[src/rtl/core/lbh_pkg.sv]
package lbh_pkg;

  localparam int LATTICE_DIM_DEF = 16;

  localparam int ROW_W      = 10;
  localparam int SMP_W      = 7;
  localparam int SPC_W      = 7;
  localparam int GRID_W     = 11;
  localparam int HGT_W      = 8;
  localparam int STAT_W     = 2;
  localparam int CFG_IDX_W  = 2;
  localparam int CFG_DATA_W = 11;

  // Lattice indexes are carried at the width of the largest lattice supported.
  localparam int IDX_W = 6;
  // Divider working width for the coordinate split (spacing times lattice size).
  localparam int CRD_W = 13;
  // Weight of one sample: up to spacing squared.
  localparam int WT_W  = 14;
  // Weighted sum and denominator: up to one hundred times spacing squared.
  localparam int W_W   = 21;
  localparam int DEN_W = 21;
  localparam int P_W   = 31;
  localparam int REM_W = 30;
  localparam int Q_W   = 9;

  localparam logic [SMP_W-1:0] FULL_SCALE = 7'd100;

  localparam logic MODE_WRITE = 1'b0;
  localparam logic MODE_READ  = 1'b1;

  typedef enum logic [STAT_W-1:0] {
    ST_WRITTEN = 2'd0,
    ST_VALID   = 2'd1,
    ST_RANGE   = 2'd2
  } status_t;

  typedef enum logic [CFG_IDX_W-1:0] {
    REG_GRID_SIZE  = 2'd0,
    REG_SPACING    = 2'd1,
    REG_MIN_HEIGHT = 2'd2,
    REG_MAX_HEIGHT = 2'd3
  } cfg_reg_t;

  typedef struct packed {
    logic [GRID_W-1:0]       grid_size;
    logic [SPC_W-1:0]        spacing;
    logic signed [HGT_W-1:0] min_height;
    logic signed [HGT_W-1:0] max_height;
    logic [DEN_W-1:0]        den;
  } cfg_t;

  typedef struct packed {
    status_t            st;
    logic [IDX_W-1:0]   r0;
    logic [IDX_W-1:0]   c0;
    logic [SPC_W-1:0]   fr;
    logic [SPC_W-1:0]   fc;
    logic [SMP_W-1:0]   smp;
  } coord_t;

  typedef struct packed {
    status_t        st;
    logic [W_W-1:0] w;
  } wsum_t;

  typedef struct packed {
    status_t               st;
    logic signed [P_W-1:0] p_span;
    logic signed [P_W-1:0] p_base;
  } scaled_t;

  // Two bits of restoring division: returns the new remainder and the quotient bits.
  function automatic logic [CRD_W+1:0] div_step2(input logic [CRD_W-1:0] rem,
                                                 input logic [CRD_W-1:0] dsh);
    logic [CRD_W-1:0] r;
    logic [1:0]       q;
    r = rem;
    q = 2'b00;
    if (r >= (dsh << 1)) begin
      r    = r - (dsh << 1);
      q[1] = 1'b1;
    end
    if (r >= dsh) begin
      r    = r - dsh;
      q[0] = 1'b1;
    end
    return {r, q};
  endfunction

endpackage

[src/rtl/core/lbh_quot.sv]
module lbh_quot import lbh_pkg::*; (
  input  logic                    clk,
  input  logic                    rst_n,
  input  cfg_t                    cfg,
  input  logic                    in_valid,
  output logic                    in_ready,
  input  scaled_t                 in_item,
  output logic                    out_valid,
  input  logic                    out_ready,
  output logic signed [HGT_W-1:0] out_height,
  output logic [STAT_W-1:0]       out_status
);

  localparam logic [1:0] ITER = 2'd3;

  logic             full_r, neg_r;
  logic [1:0]       cnt_r;
  status_t          st_r;
  logic [REM_W-1:0] rem_r, dsh_r;
  logic [Q_W-1:0]   q_r;

  logic             accept, unload, busy;
  logic signed [31:0] num;
  logic [31:0]      mag;
  logic [REM_W-1:0] rem_n, trial;
  logic [2:0]       qbits;
  logic [Q_W-1:0]   q_signed;

  assign out_valid = full_r && (cnt_r == ITER);
  assign unload    = out_valid && out_ready;
  assign in_ready  = !full_r || unload;
  assign accept    = in_valid && in_ready;
  assign busy      = full_r && (cnt_r != ITER);

  always_comb begin
    num   = 32'(in_item.p_span) + 32'(in_item.p_base);
    mag   = num[31] ? 32'(-num) : 32'(num);
    rem_n = rem_r;
    qbits = '0;
    for (int j = 0; j < 3; j++) begin
      trial = dsh_r << (2 - j);
      if (rem_n >= trial) begin
        rem_n        = rem_n - trial;
        qbits[2 - j] = 1'b1;
      end
    end
  end

  always_ff @(posedge clk) begin
    if (!rst_n) begin
      full_r <= 1'b0;
      cnt_r  <= '0;
    end else if (accept) begin
      full_r <= 1'b1;
      cnt_r  <= (in_item.st == ST_VALID) ? 2'd0 : ITER;
    end else begin
      if (unload) begin
        full_r <= 1'b0;
      end
      if (busy) begin
        cnt_r <= cnt_r + 2'd1;
      end
    end
  end

  // Three quotient bits a cycle, most significant first; the quotient never exceeds 128.
  always_ff @(posedge clk) begin
    if (accept) begin
      st_r  <= in_item.st;
      neg_r <= num[31];
      rem_r <= REM_W'(mag);
      dsh_r <= REM_W'(cfg.den) << 6;
      q_r   <= '0;
    end else if (busy) begin
      rem_r <= rem_n;
      dsh_r <= dsh_r >> 3;
      q_r   <= {q_r[Q_W-4:0], qbits};
    end
  end

  assign q_signed   = neg_r ? (~q_r + 1'b1) : q_r;
  assign out_height = (st_r == ST_VALID) ? HGT_W'(q_signed) : '0;
  assign out_status = st_r;

endmodule

[config.mk]
export PLATFORM = sky130hd
export DESIGN_NAME = lbh_quot
export DESIGN_NICKNAME = d
export VERILOG_FILES = /design/src/rtl/core/lbh_pkg.sv /design/src/rtl/core/lbh_quot.sv
export SDC_FILE = /design/constraint.sdc
export NUM_CORES = 1
export LEC_CHECK = 0
export BUFFER_PORTS_ARGS = -buffer_cell sky130_fd_sc_hd__buf_4
export CORE_MARGIN = 8
export CORE_UTILIZATION = 60
export CTS_BUF_LIST = sky130_fd_sc_hd__clkbuf_16
export CTS_CLUSTER_SIZE = 14
export DETAILED_ROUTE_END_ITERATION = 7
export GPL_TIMING_DRIVEN = 0
export HOLD_SLACK_MARGIN = 0.08
export PLACE_DENSITY = 0.86
export RECOVER_POWER = 50
export SLEW_MARGIN = 25
export SYNTH_ARGS = -nofsm -noshare
export SYNTH_HDL_FRONTEND = slang
export SYNTH_SLANG_ARGS = --single-unit
[constraint.sdc]
create_clock -name clk -period 19.25 [get_ports clk]
set_input_delay 2.8875 -clock clk [delete_from_list [all_inputs] [get_ports clk]]
set_output_delay 2.8875 -clock clk [all_outputs]
set_load 0.05 [all_outputs]
### After elaboration in Yosys (flattened, before gate mapping)

Index checks and enable logic that the tools add are counted.

* bits in latches: 0
* bits in writable memories: 0
* input port bits: 123
* memories kept: 0
* register bits after elaboration: 71
* bits in read-only memories: 0

* equal/unequal tests: 4
* $mul: 0
* shifts and indexed selects: 0
* add/sub/neg operators: 7
* reduce and logical (&&, ||, !) cells: 8
* mux-type cells: 18
* bitwise logic cells: 1
* order comparisons: 3
* div/mod/pow operators: 0

Operator list (number)
* 2-to-1 mux 30 bit: 6
* 2-to-1 mux 27 bit: 2
* adder 31 x 31 -> 32 bit: 1
* greater-or-equal comparator 30 x 27 -> 1 bit: 1
* greater-or-equal comparator 30 x 28 -> 1 bit: 1
* greater-or-equal comparator 30 x 29 -> 1 bit: 1
* negation 30 bit: 1
* subtractor 30 x 27 -> 30 bit: 1
* subtractor 30 x 28 -> 30 bit: 1
* subtractor 30 x 29 -> 30 bit: 1
* 2-to-1 mux 8 bit: 2
* adder 8 x 1 -> 8 bit, second input constant: 1
* NOT 8 bit: 1
* 2-to-1 mux 2 bit: 3
* 2-to-1 mux 1 bit: 5
* equality test 2 x 1 -> 1 bit, second input constant: 2
* logical AND 1 bit: 4
* nonzero test 2 bit: 2
* adder 2 x 1 -> 2 bit, second input constant: 1
* equality test 2 bit, second input constant: 1
* != test 2 bit, second input constant: 1
* zero test 1 bit: 1
* logical OR 1 bit: 1

### Longest topological paths before layout

Gate-level depths: netlist (run 1).

* depth in word-level cells: 8
* gate-level depth with buffers: 40
* gate-level depth less buffers: 34

### Worst setup path before layout (run 1)

No wires, ideal clock.

* path kind: register -> register
* from: register rem_r[4]
* to: register rem_r[11] (data pin)
* cell stages (with the launch flop): 35
* period minus slack after synthesis: 8.332 ns
* data arrival time: 8.054 ns
* library setup time: 0.279 ns
* path slack: 10.918 ns
* path through: edfxtp_1 -> ha_1 -> nor2b_1 -> o31a_1 -> o2111ai_1 -> nand3_2 -> a21oi_4 -> clkbuf_1 -> clkbuf_1 -> mux2i_1 -> ha_1 -> o211a_1 -> o31ai_1 -> nand2_1 -> a221o_1 -> a21oi_4 -> o21bai_1 -> or4b_1 -> clkbuf_1 -> buf_2 -> mux2_2 -> ha_1 -> a21o_1 -> a21o_1 -> o31ai_1 -> o31ai_1 -> o31ai_2 -> o21ai_2 -> and3_1 -> or3_4 -> or4_1 -> buf_6 -> buf_6 -> mux2i_1 -> mux2i_1

* cells in the longest elaborated chain, start to end: 8
* elaborated cells between the ends (all ways): 11
* those cells by class: add/sub (3); order compare (3); mux (5)

RTL lines
* start: declaration: RTL line lbh_quot.sv:19 `logic [REM_W-1:0] rem_r, dsh_r;`
* start signal: assignment: RTL line lbh_quot.sv:71 `rem_r <= REM_W'(mag);`
* start signal: assignment: RTL line lbh_quot.sv:75 `rem_r <= rem_n;`
* subtractor 30 x 29 -> 30 bit / greater-or-equal comparator 30 x 29 -> 1 bit (equally long branches): RTL line lbh_quot.sv:43, lbh_quot.sv:42
* 2-to-1 mux 30 bit (*): RTL line lbh_quot.sv:42 `if (rem_n >= trial) begin`
* subtractor 30 x 28 -> 30 bit / greater-or-equal comparator 30 x 28 -> 1 bit (equally long branches): RTL line lbh_quot.sv:43, lbh_quot.sv:42
* 2-to-1 mux 30 bit (*): RTL line lbh_quot.sv:42
* subtractor 30 x 27 -> 30 bit / greater-or-equal comparator 30 x 27 -> 1 bit (equally long branches): RTL line lbh_quot.sv:43, lbh_quot.sv:42
* 2-to-1 mux 30 bit (*): RTL line lbh_quot.sv:42
* 2-to-1 mux 30 bit (*): RTL line lbh_quot.sv:74 `end else if (busy) begin`
* 2-to-1 mux 30 bit (*): RTL line lbh_quot.sv:68 `if (accept) begin`

Mark *: on every way between the ends. The rest lies on a longest branch, timed or not. The select of a mux whose other input is x is not followed.
A chain may end at the register's enable or synchronous reset.

### Final worst setup path (run 1)

* from: register rem_r[27]
* to: register rem_r[8] (data pin)

* cells in the longest elaborated chain, start to end: 8
* elaborated cells between the ends (all ways): 11
* those cells by class: add/sub (3); order compare (3); mux (5)

RTL lines (RTL line)
* greater-or-equal comparator 30 x 29 -> 1 bit / subtractor 30 x 29 -> 30 bit (equally long branches): lbh_quot.sv:42, lbh_quot.sv:43
* 2-to-1 mux 30 bit (*): lbh_quot.sv:42
* subtractor 30 x 28 -> 30 bit / greater-or-equal comparator 30 x 28 -> 1 bit (equally long branches): lbh_quot.sv:43, lbh_quot.sv:42
* 2-to-1 mux 30 bit (*): lbh_quot.sv:42
* subtractor 30 x 27 -> 30 bit / greater-or-equal comparator 30 x 27 -> 1 bit (equally long branches): lbh_quot.sv:43, lbh_quot.sv:42
* 2-to-1 mux 30 bit (*): lbh_quot.sv:42
* 2-to-1 mux 30 bit (*): lbh_quot.sv:74
* 2-to-1 mux 30 bit (*): lbh_quot.sv:68

Marked as above.

==> results.json, run 1 <==
{
  "port_buffers": 100,
  "grt_max_degree": 54,
  "met1_usage_pct": 38.7,
  "layout_common_cells": "132 x nand2_1, 122 x a21oi_1, 115 x ha_1",
  "cp-start-kind": "register",
  "setup.worst_path.end_class": "register",
  "drcViolationCount": 0,
  "grt_antenna_before_repair": 1,
  "fin_crit_sh_pct": 55.3,
  "area_delta_synth_final_pct": 11.9,
  "first_iter_violations": 1090,
  "die_h_um": 149,
  "grt_use_met3_pct": 5.75,
  "syn_nets": 1608,
  "setup_violations": 0,
  "synth_xor_area_share_pct": 9.34,
  "core_area_mm2": 0.0177,
  "htreeDepth": 3,
  "cts_buffers": 9,
  "skew_ns": 0.0105,
  "max_freq_mhz": 93.9,
  "ys_seq_area_share_pct": 18.3,
  "n_antenna_cell": 0,
  "yosysWarnings": 0,
  "synth_fa_ha_area_share_pct": 14.2,
  "arrival_ns": 10.71,
  "synth_top_family_by_area": "compound AO/OA/AOI/OAI gates",
  "nNetsFinal": 1719,
  "hpwl_mm": 27.1,
  "die_area_mm2": 0.0223,
  "post_drt_via_cell_ratio": 6.41,
  "rrSetupSlack_ns": 8.60,
  "cpMostUsedCell": "clkbuf_1",
  "finalInstanceArea_mm2": 0.0120,
  "syn_inst": 1366,
  "grt_most_used_layer": "met2",
  "min_path_type": "register to register",
  "cpPeakStageDelay_ns": 0.58,
  "synth-compound-area-share_pct": 27.7,
  "rr_startpoint": "rem_r[27]$_DFFE_PP_",
  "clock_sinks": 71,
  "grt_pass1_vias": 10300,
  "cap_violations": 1,
  "synth-simple-area-share_pct": 20.0,
  "placed_area_mm2": 0.0117,
  "synth_area_mm2": 0.0107,
  "initial_core_util_pct": 60.3,
  "post_cts_buffers": 0,
  "cts_repair_resize_count": 0,
  "cts_hold_buf": 0,
  "worstPathMaxFanout": 10,
  "clkSlewWorstSetupHoldPaths_ns": 0.07,
  "synth_area_per_cell_um2": 7.83,
  "setup.worst_path.class": "register to register",
  "ys_seq_elements": 71,
  "synth_edf_count": 54,
  "insertion_delay_ns": 0.36,
  "fill_cells": 1546,
  "synth_cell_types": 86,
  "async_reset_ff_share_pct": 0,
  "violations": "capacitance limit, slew limit",
  "layout_commonest_cell": "nand2_1",
  "rsz0062_at_grt": "false",
  "gp_congestion": 0.952,
  "status": "finished with violations",
  "ctsRootBufferMaster": "clkbuf_16",
  "timing.slew.headroom_pct": -63.0,
  "dieWidth_um": 149,
  "drive_above_1_share_pct": 11.3,
  "synthFlopType": "edfxtp_1",
  "drtPass1Iterations": 6,
  "rows": 49,
  "overflow": 0,
  "worst_slew_pin_slew_ns": 2.43,
  "setup_tns_ns": 0,
  "hold_viol": 0,
  "critical-path-slowest-cell": "or4b_1",
  "maxSlewViolCount": 54,
  "finalCriticalPeriod_ns": 10.65,
  "grt_first_pass_wirelength_mm": 53.1,
  "routed_wl_mm": 33.3,
  "cts_tree": "built",
  "vias": 11000,
  "worst_hold_startpoint": "dsh_r[5]$_SDFFE_PP0P_",
  "critical_path.startpoint": "rem_r[27]$_DFFE_PP_",
  "use_met2_pct": 46.3,
  "drt.antenna.violating_nets": 0,
  "cts_max_path_buffers": 2,
  "worst_ep_required_time_ns": 19.31,
  "synth.area.mux_share_pct": 6.10,
  "grt.total_usage_pct": 29.5,
  "io-pin-count": 135,
  "wire_per_inst_um": 19.5
}
-- synth_stat cells, types with 7 or more instances --
cell | count | area, um2
a211o_1 | 9 | 78.8
a211oi_1 | 17 | 128
a21o_1 | 50 | 375
a21oi_1 | 122 | 611
a31oi_1 | 20 | 125
and2_1 | 9 | 56.3
and3_1 | 18 | 113
and4_1 | 7 | 61.3
clkbuf_1 | 39 | 146
dfxtp_1 | 17 | 340
edfxtp_1 | 54 | 1620
ha_1 | 115 | 1440
inv_1 | 63 | 236
mux2_2 | 21 | 236
mux2i_1 | 40 | 400
nand2_1 | 132 | 495
nand2b_1 | 10 | 62.6
nand3_1 | 34 | 170
nand4_1 | 21 | 131
nor2_1 | 105 | 394
nor2b_1 | 19 | 119
nor3_1 | 29 | 145
nor4_1 | 8 | 50.1
o211ai_1 | 14 | 105
o21a_1 | 23 | 173
o21ai_0 | 96 | 480
o21bai_1 | 9 | 67.6
o31ai_1 | 15 | 113
or2_2 | 8 | 50.1
xnor2_1 | 70 | 613
xor2_1 | 44 | 385
-- registers in the layout, summed over array words and instances (netlist names) --
name / count
full_r: 1
dsh_r: 27
cnt_r: 2
rem_r: 30
neg_r: 1
q_r: 8
out_status: 2
-- critical path, delay by kind of cell, from the launching register on --
family / cells / cell delay (ns)
adder cells (fa/ha/maj): 3 / 0.99
AO/OA/AOI/OAI: 14 / 3.50
buffers and inverters: 9 / 1.95
multiplexers: 2 / 0.42
AND/OR/NAND/NOR: 9 / 3.03
flip-flops: 1 / 0.46
-- final cells by class --
cell class,count,area (um2),area share (%)
clock buffers,9,225,1.88
plain buffers,50,230,1.92
multi-input cells,1181,8260,69.0
inverters,64,241,2.02
well taps,229,287,2.39
flip-flops and latches,71,1960,16.4
clock inverters,7,47.5,0.397
repair buffers,100,713,5.96
-- routing by layer --
| metal | part of all wire [%] | wire length, um |
|---|---|---|
| met5 | 0.033 | 11 |
| met3 | 8.9 | 2950 |
| met1 | 43 | 14300 |
| met2 | 45 | 14900 |
| met4 | 3.6 | 1210 |
-- cells by family after synthesis --
| logic type | count (synthesis) |
|---|---|
| buf+inv | 114 |
| simple gates | 434 |
| flops | 71 |
| xor+xnor | 114 |
| compound gates | 452 |
| fa+ha+maj | 119 |
| mux | 62 |
-- worst paths after layout --
check,end,cells past startpoint
hold / removal,dsh_r[5]$_SDFFE_PP0P_,2
setup / recovery,rem_r[8]$_DFFE_PP_,37
setup reg to reg,rem_r[8]$_DFFE_PP_,37
hold reg to reg,dsh_r[5]$_SDFFE_PP0P_,2
-- metrics by stage --
| step | setup WS [ns] | util, % | std cells | hold WS [ns] |
|---|---|---|---|---|
| 3_5_place_dp | 9.03 | 66.2 | 1695 | 0.465 |
| 4_1_cts | 8.91 | 67.8 | 1711 | 0.479 |
| 5_1_grt | 8.15 | 67.5 | 1711 | 0.498 |
| 2_1_floorplan | 10.92 | - | 1366 | 0.444 |
| 3_3_place_gp | 9.06 | 66.2 | 1695 | 0.455 |
| 6_report | 8.60 | 67.5 | 1711 | 0.478 |
Power of run 1 is left out: the tool's default activity adds up to more than one toggle a clock period on the data nets, which glitch-free logic cannot reach.
==> run 2: changes to the inputs <==
- clock period: 19.25 -> 11 ns (I/O delays scaled with it)
==> results.json, run 2 (synthesized netlist as in run 1, its figures left out) <==
{
  "status": "finished with violations",
  "violations": "capacitance limit, slew limit",
  "setup_violations": 0,
  "grt_first_pass_wirelength_mm": 53.1,
  "setup.worst_path.end_class": "register",
  "layout_common_cells": "132 x nand2_1, 122 x a21oi_1, 115 x ha_1",
  "core_area_mm2": 0.0177,
  "max_freq_mhz": 94.8,
  "drcViolationCount": 0,
  "overflow": 0,
  "fin_crit_sh_pct": 95.9,
  "hpwl_mm": 27.1,
  "cap_violations": 1,
  "grt_pass1_vias": 10300,
  "maxSlewViolCount": 54,
  "dieWidth_um": 149,
  "cts_max_path_buffers": 2,
  "layout_setup_ws_ns": 0.456,
  "post_drt_via_cell_ratio": 6.44,
  "cts_buffers": 9,
  "seq_area_mm2": 0.00196,
  "grt.total_usage_pct": 29.5,
  "worst_slew_pin_slew_ns": 2.47,
  "drtPass1Iterations": 6,
  "arrival_ns": 10.61,
  "vias": 11000,
  "grt_max_degree": 54,
  "reg.largest.list": "rem_r: 30 flops, dsh_r: 27 flops, q_r: 8 flops",
  "final_cells": 1711,
  "rows": 49,
  "largest_reg_flops": 30,
  "grt_antenna_before_repair": 1,
  "multi_input_area_mm2": 0.00827,
  "worstPathMaxFanout": 10,
  "routed_wl_mm": 33.4,
  "timing.slew.headroom_pct": -65.7,
  "cpPeakStageDelay_ns": 0.60,
  "nNetsFinal": 1719,
  "die_area_mm2": 0.0223,
  "placed_area_mm2": 0.0117,
  "cts_tree": "built",
  "drt.antenna.violating_nets": 0,
  "finalInstanceArea_mm2": 0.0120,
  "area_delta_synth_final_pct": 11.9,
  "insertion_delay_ns": 0.36,
  "critical-path-slowest-cell": "clkbuf_1",
  "dp_cells": 1695,
  "port_buffers": 100,
  "clock_sinks": 71,
  "pre_cts_ws_ns": 0.775,
  "ctsRootBufferMaster": "clkbuf_16",
  "wire_per_inst_um": 19.5,
  "cp-start-kind": "register",
  "fill_cells": 1546,
  "finalCriticalPeriod_ns": 10.54,
  "layout_commonest_cell": "nand2_1",
  "regMostFlops": "rem_r",
  "min_path_type": "register to register",
  "rrSetupSlack_ns": 0.46,
  "setup.worst_path.class": "register to register",
  "htreeDepth": 3,
  "die_h_um": 149,
  "io-pin-count": 135,
  "setup_tns_ns": 0,
  "initial_core_util_pct": 60.3,
  "first_iter_violations": 1131,
  "rsz0062_at_grt": "false",
  "gp_congestion": 0.952,
  "drive_above_1_share_pct": 11.3,
  "skew_ns": 0.0110,
  "hold_viol": 0,
  "worst_ep_required_time_ns": 11.07,
  "post_cts_buffers": 0,
  "clkSlewWorstSetupHoldPaths_ns": 0.07,
  "n_antenna_cell": 0
}
-- run 2: layout make-up --
cell class | count | area share, %
clock buffers | 9 | 1.88
repair buffers | 100 | 5.93
well taps | 229 | 2.39
flip-flops and latches | 71 | 16.4
clock inverters | 7 | 0.397
inverters | 64 | 2.02
multi-input cells | 1181 | 69.1
plain buffers | 50 | 1.92
-- run 2: final timing paths --
check / end / start / depth (start not counted)
worst min-delay path: dsh_r[5]$_SDFFE_PP0P_ / dsh_r[5]$_SDFFE_PP0P_ / 2
worst min register to register: dsh_r[5]$_SDFFE_PP0P_ / dsh_r[5]$_SDFFE_PP0P_ / 2
worst max register to register: rem_r[8]$_DFFE_PP_ / rem_r[2]$_DFFE_PP_ / 37
worst max-delay path: rem_r[8]$_DFFE_PP_ / rem_r[2]$_DFFE_PP_ / 37
-- run 2: worst max-delay path: cells and delay by family (launching register included) --
kind / cells / cell delay, ns
fa+ha+maj: 4 / 1.20
simple gates: 7 / 2.32
flops: 1 / 0.44
compound gates: 16 / 3.73
mux: 2 / 0.42
buf+inv: 8 / 2.12
-- run 2: metrics by stage --
| step | util (%) | hold slack [ns] |
|---|---|---|
| floorplan | - | 0.444 |
| global placement | 66.2 | 0.455 |
| detailed placement | 66.2 | 0.465 |
| CTS | 67.8 | 0.479 |
| global route | 67.6 | 0.498 |
| finish | 67.6 | 0.478 |
-- run 2: routing by layer --
| metal | vias up | GRT usage (%) | routed length (um) |
|---|---|---|---|
| met5 | - | 0 | 11 |
| met4 | 2 | 13.0 | 1250 |
| met3 | 81 | 5.75 | 3040 |
| met2 | 533 | 46.3 | 14900 |
| met1 | 5067 | 38.7 | 14300 |
| li1 | 5336 | - | - |
-- run 2: timing repair --
item | 4_1_cts | 5_1_grt
gates resized for setup | 0 | 1
hold buffers | 0 | 0
setup endpoints to repair | 0 | 3
Power of run 2 is left out for the same reason.
==> run 3: changes to the inputs <==
- PLACE_DENSITY: 0.86 -> 0.88
==> results.json, run 3 (synthesized netlist as in run 1, its figures left out) <==
{
  "max_freq_mhz": 93.7,
  "setup.worst_path.end_class": "register",
  "violations": "capacitance limit, slew limit",
  "worst_ep_required_time_ns": 11.10,
  "ctsRootBufferMaster": "clkbuf_16",
  "grt_first_pass_wirelength_mm": 53.0,
  "drcViolationCount": 0,
  "regMostFlops": "rem_r",
  "grt_max_degree": 54,
  "cts_max_path_buffers": 2,
  "drt.antenna.violating_nets": 0,
  "crit_path_end": "rem_r[6]$_DFFE_PP_",
  "dp_cells": 1695,
  "gp_congestion": 1.00,
  "skew_ns": 0.0135,
  "largest_reg_flops": 30,
  "final_util_pct": 67.6,
  "htreeDepth": 3,
  "cp-start-kind": "register",
  "overflow": 0,
  "grt.total_usage_pct": 29.3,
  "cts_buffers": 9,
  "post_drt_via_cell_ratio": 6.55,
  "cts_hold_buf": 0,
  "wire_per_inst_um": 19.4,
  "cts_tree": "built",
  "finalCriticalPeriod_ns": 10.67,
  "rr_worst_depth": 36,
  "critical_path.startpoint": "dsh_r[13]$_DFFE_PP_",
  "core_area_mm2": 0.0177,
  "fin_crit_sh_pct": 97.0,
  "n_antenna_cell": 0,
  "drive_above_1_share_pct": 11.5,
  "die_area_mm2": 0.0223,
  "nNetsFinal": 1719,
  "hpwl_mm": 26.7,
  "insertion_delay_ns": 0.36,
  "first_iter_violations": 1251,
  "io-pin-count": 135,
  "cpPeakStageDelay_ns": 0.61,
  "maxSlewViolCount": 54,
  "area_delta_synth_final_pct": 12.0,
  "status": "finished with violations",
  "cap_violations": 1,
  "rows": 49,
  "setup_violations": 0,
  "route.met3.wl_mm": 3.13,
  "die_h_um": 149,
  "layout_common_cells": "132 x nand2_1, 122 x a21oi_1, 115 x ha_1",
  "rrSetupSlack_ns": 0.33,
  "critical-path-slowest-cell": "clkbuf_1",
  "topRoutingLayerUsed": "met4",
  "rr_startpoint": "dsh_r[13]$_DFFE_PP_",
  "worst_slew_pin_slew_ns": 2.52,
  "grt_antenna_before_repair": 0,
  "routed_wl_mm": 33.2,
  "wl_met1_mm": 13.9,
  "r2r_end": "rem_r[6]$_DFFE_PP_",
  "min_path_type": "register to register",
  "dieWidth_um": 149,
  "reg.largest.list": "rem_r: 30 flops, dsh_r: 27 flops, q_r: 8 flops",
  "hold_viol": 0,
  "drtPass1Iterations": 6,
  "arrival_ns": 10.77,
  "fill_cells": 1520,
  "setup.worst_path.class": "register to register",
  "rsz0062_at_grt": "false",
  "vias": 11200,
  "setup_tns_ns": 0,
  "layout_commonest_cell": "nand2_1",
  "final_cells": 1711,
  "worstPathMaxFanout": 10,
  "timing.slew.headroom_pct": -68.6,
  "port_buffers": 100,
  "clkSlewWorstSetupHoldPaths_ns": 0.07,
  "dr_wl_met2_mm": 14.8,
  "grt_pass1_vias": 10500,
  "initial_core_util_pct": 60.3,
  "clock_sinks": 71
}
## run 3: cell types whose count changed in the layout (fill, tap and decap cells not counted)
cell,delta
buf_4,+1
clkbuf_1,-1
inv_1,-1
inv_2,+1
inv_6,+1
inv_8,-1
## run 3: worst min-delay path by stage
| stage | start | endpoint | slack (ns) | depth (start not counted) |
|---|---|---|---|---|
| after floorplan | dsh_r[2]$_SDFFE_PP0P_ | dsh_r[2]$_SDFFE_PP0P_ | 0.44 | 2 |
| after global placement | dsh_r[4]$_SDFFE_PP0P_ | dsh_r[4]$_SDFFE_PP0P_ | 0.45 | 2 |
| after detailed placement | dsh_r[2]$_SDFFE_PP0P_ | dsh_r[2]$_SDFFE_PP0P_ | 0.47 | 2 |
| after CTS | dsh_r[2]$_SDFFE_PP0P_ | dsh_r[2]$_SDFFE_PP0P_ | 0.48 | 2 |
| after global routing | dsh_r[2]$_SDFFE_PP0P_ | dsh_r[2]$_SDFFE_PP0P_ | 0.51 | 2 |
| final | dsh_r[2]$_SDFFE_PP0P_ | dsh_r[2]$_SDFFE_PP0P_ | 0.49 | 2 |
## run 3: per-stage QoR
step	hold WS (ns)	cell area, um2	worst slack (ns)
after floorplan	0.444	10700	2.67
after global placement	0.455	11700	0.738
after detailed placement	0.468	11700	0.711
after CTS	0.482	12000	0.628
after global routing	0.511	12000	0.0639
final	0.485	12000	0.332
## run 3: layout make-up
class / instances / area, um2 / share of cell area [%]
clock buffer: 9 / 225 / 1.88
sequential: 71 / 1960 / 16.4
tap: 229 / 287 / 2.39
inverter: 64 / 241 / 2.02
buffer: 50 / 230 / 1.92
timing repair buffer: 100 / 713 / 5.96
clock inverter: 7 / 45.0 / 0.376
multi-input combinational: 1181 / 8270 / 69.1
## run 3: layer usage
layer,vias up,track usage (%)
li1,5334,-
met1,5200,38.6
met2,583,45.6
met3,94,4.81
met4,0,14.7
met5,-,0
## run 3: worst max-delay path: cells and delay by family (launching register included)
family | cells | cell delay, ns
compound gates | 14 | 3.62
simple gates | 9 | 2.48
buf+inv | 8 | 2.27
fa+ha+maj | 3 | 1.09
mux | 2 | 0.53
flops | 1 | 0.38
## run 3: repair_timing
item	4_1_cts	5_1_grt
endpoints found under the setup margin	0	1
gates resized for setup	0	1
buffers inserted	0	0
Power of run 3 is left out for the same reason.
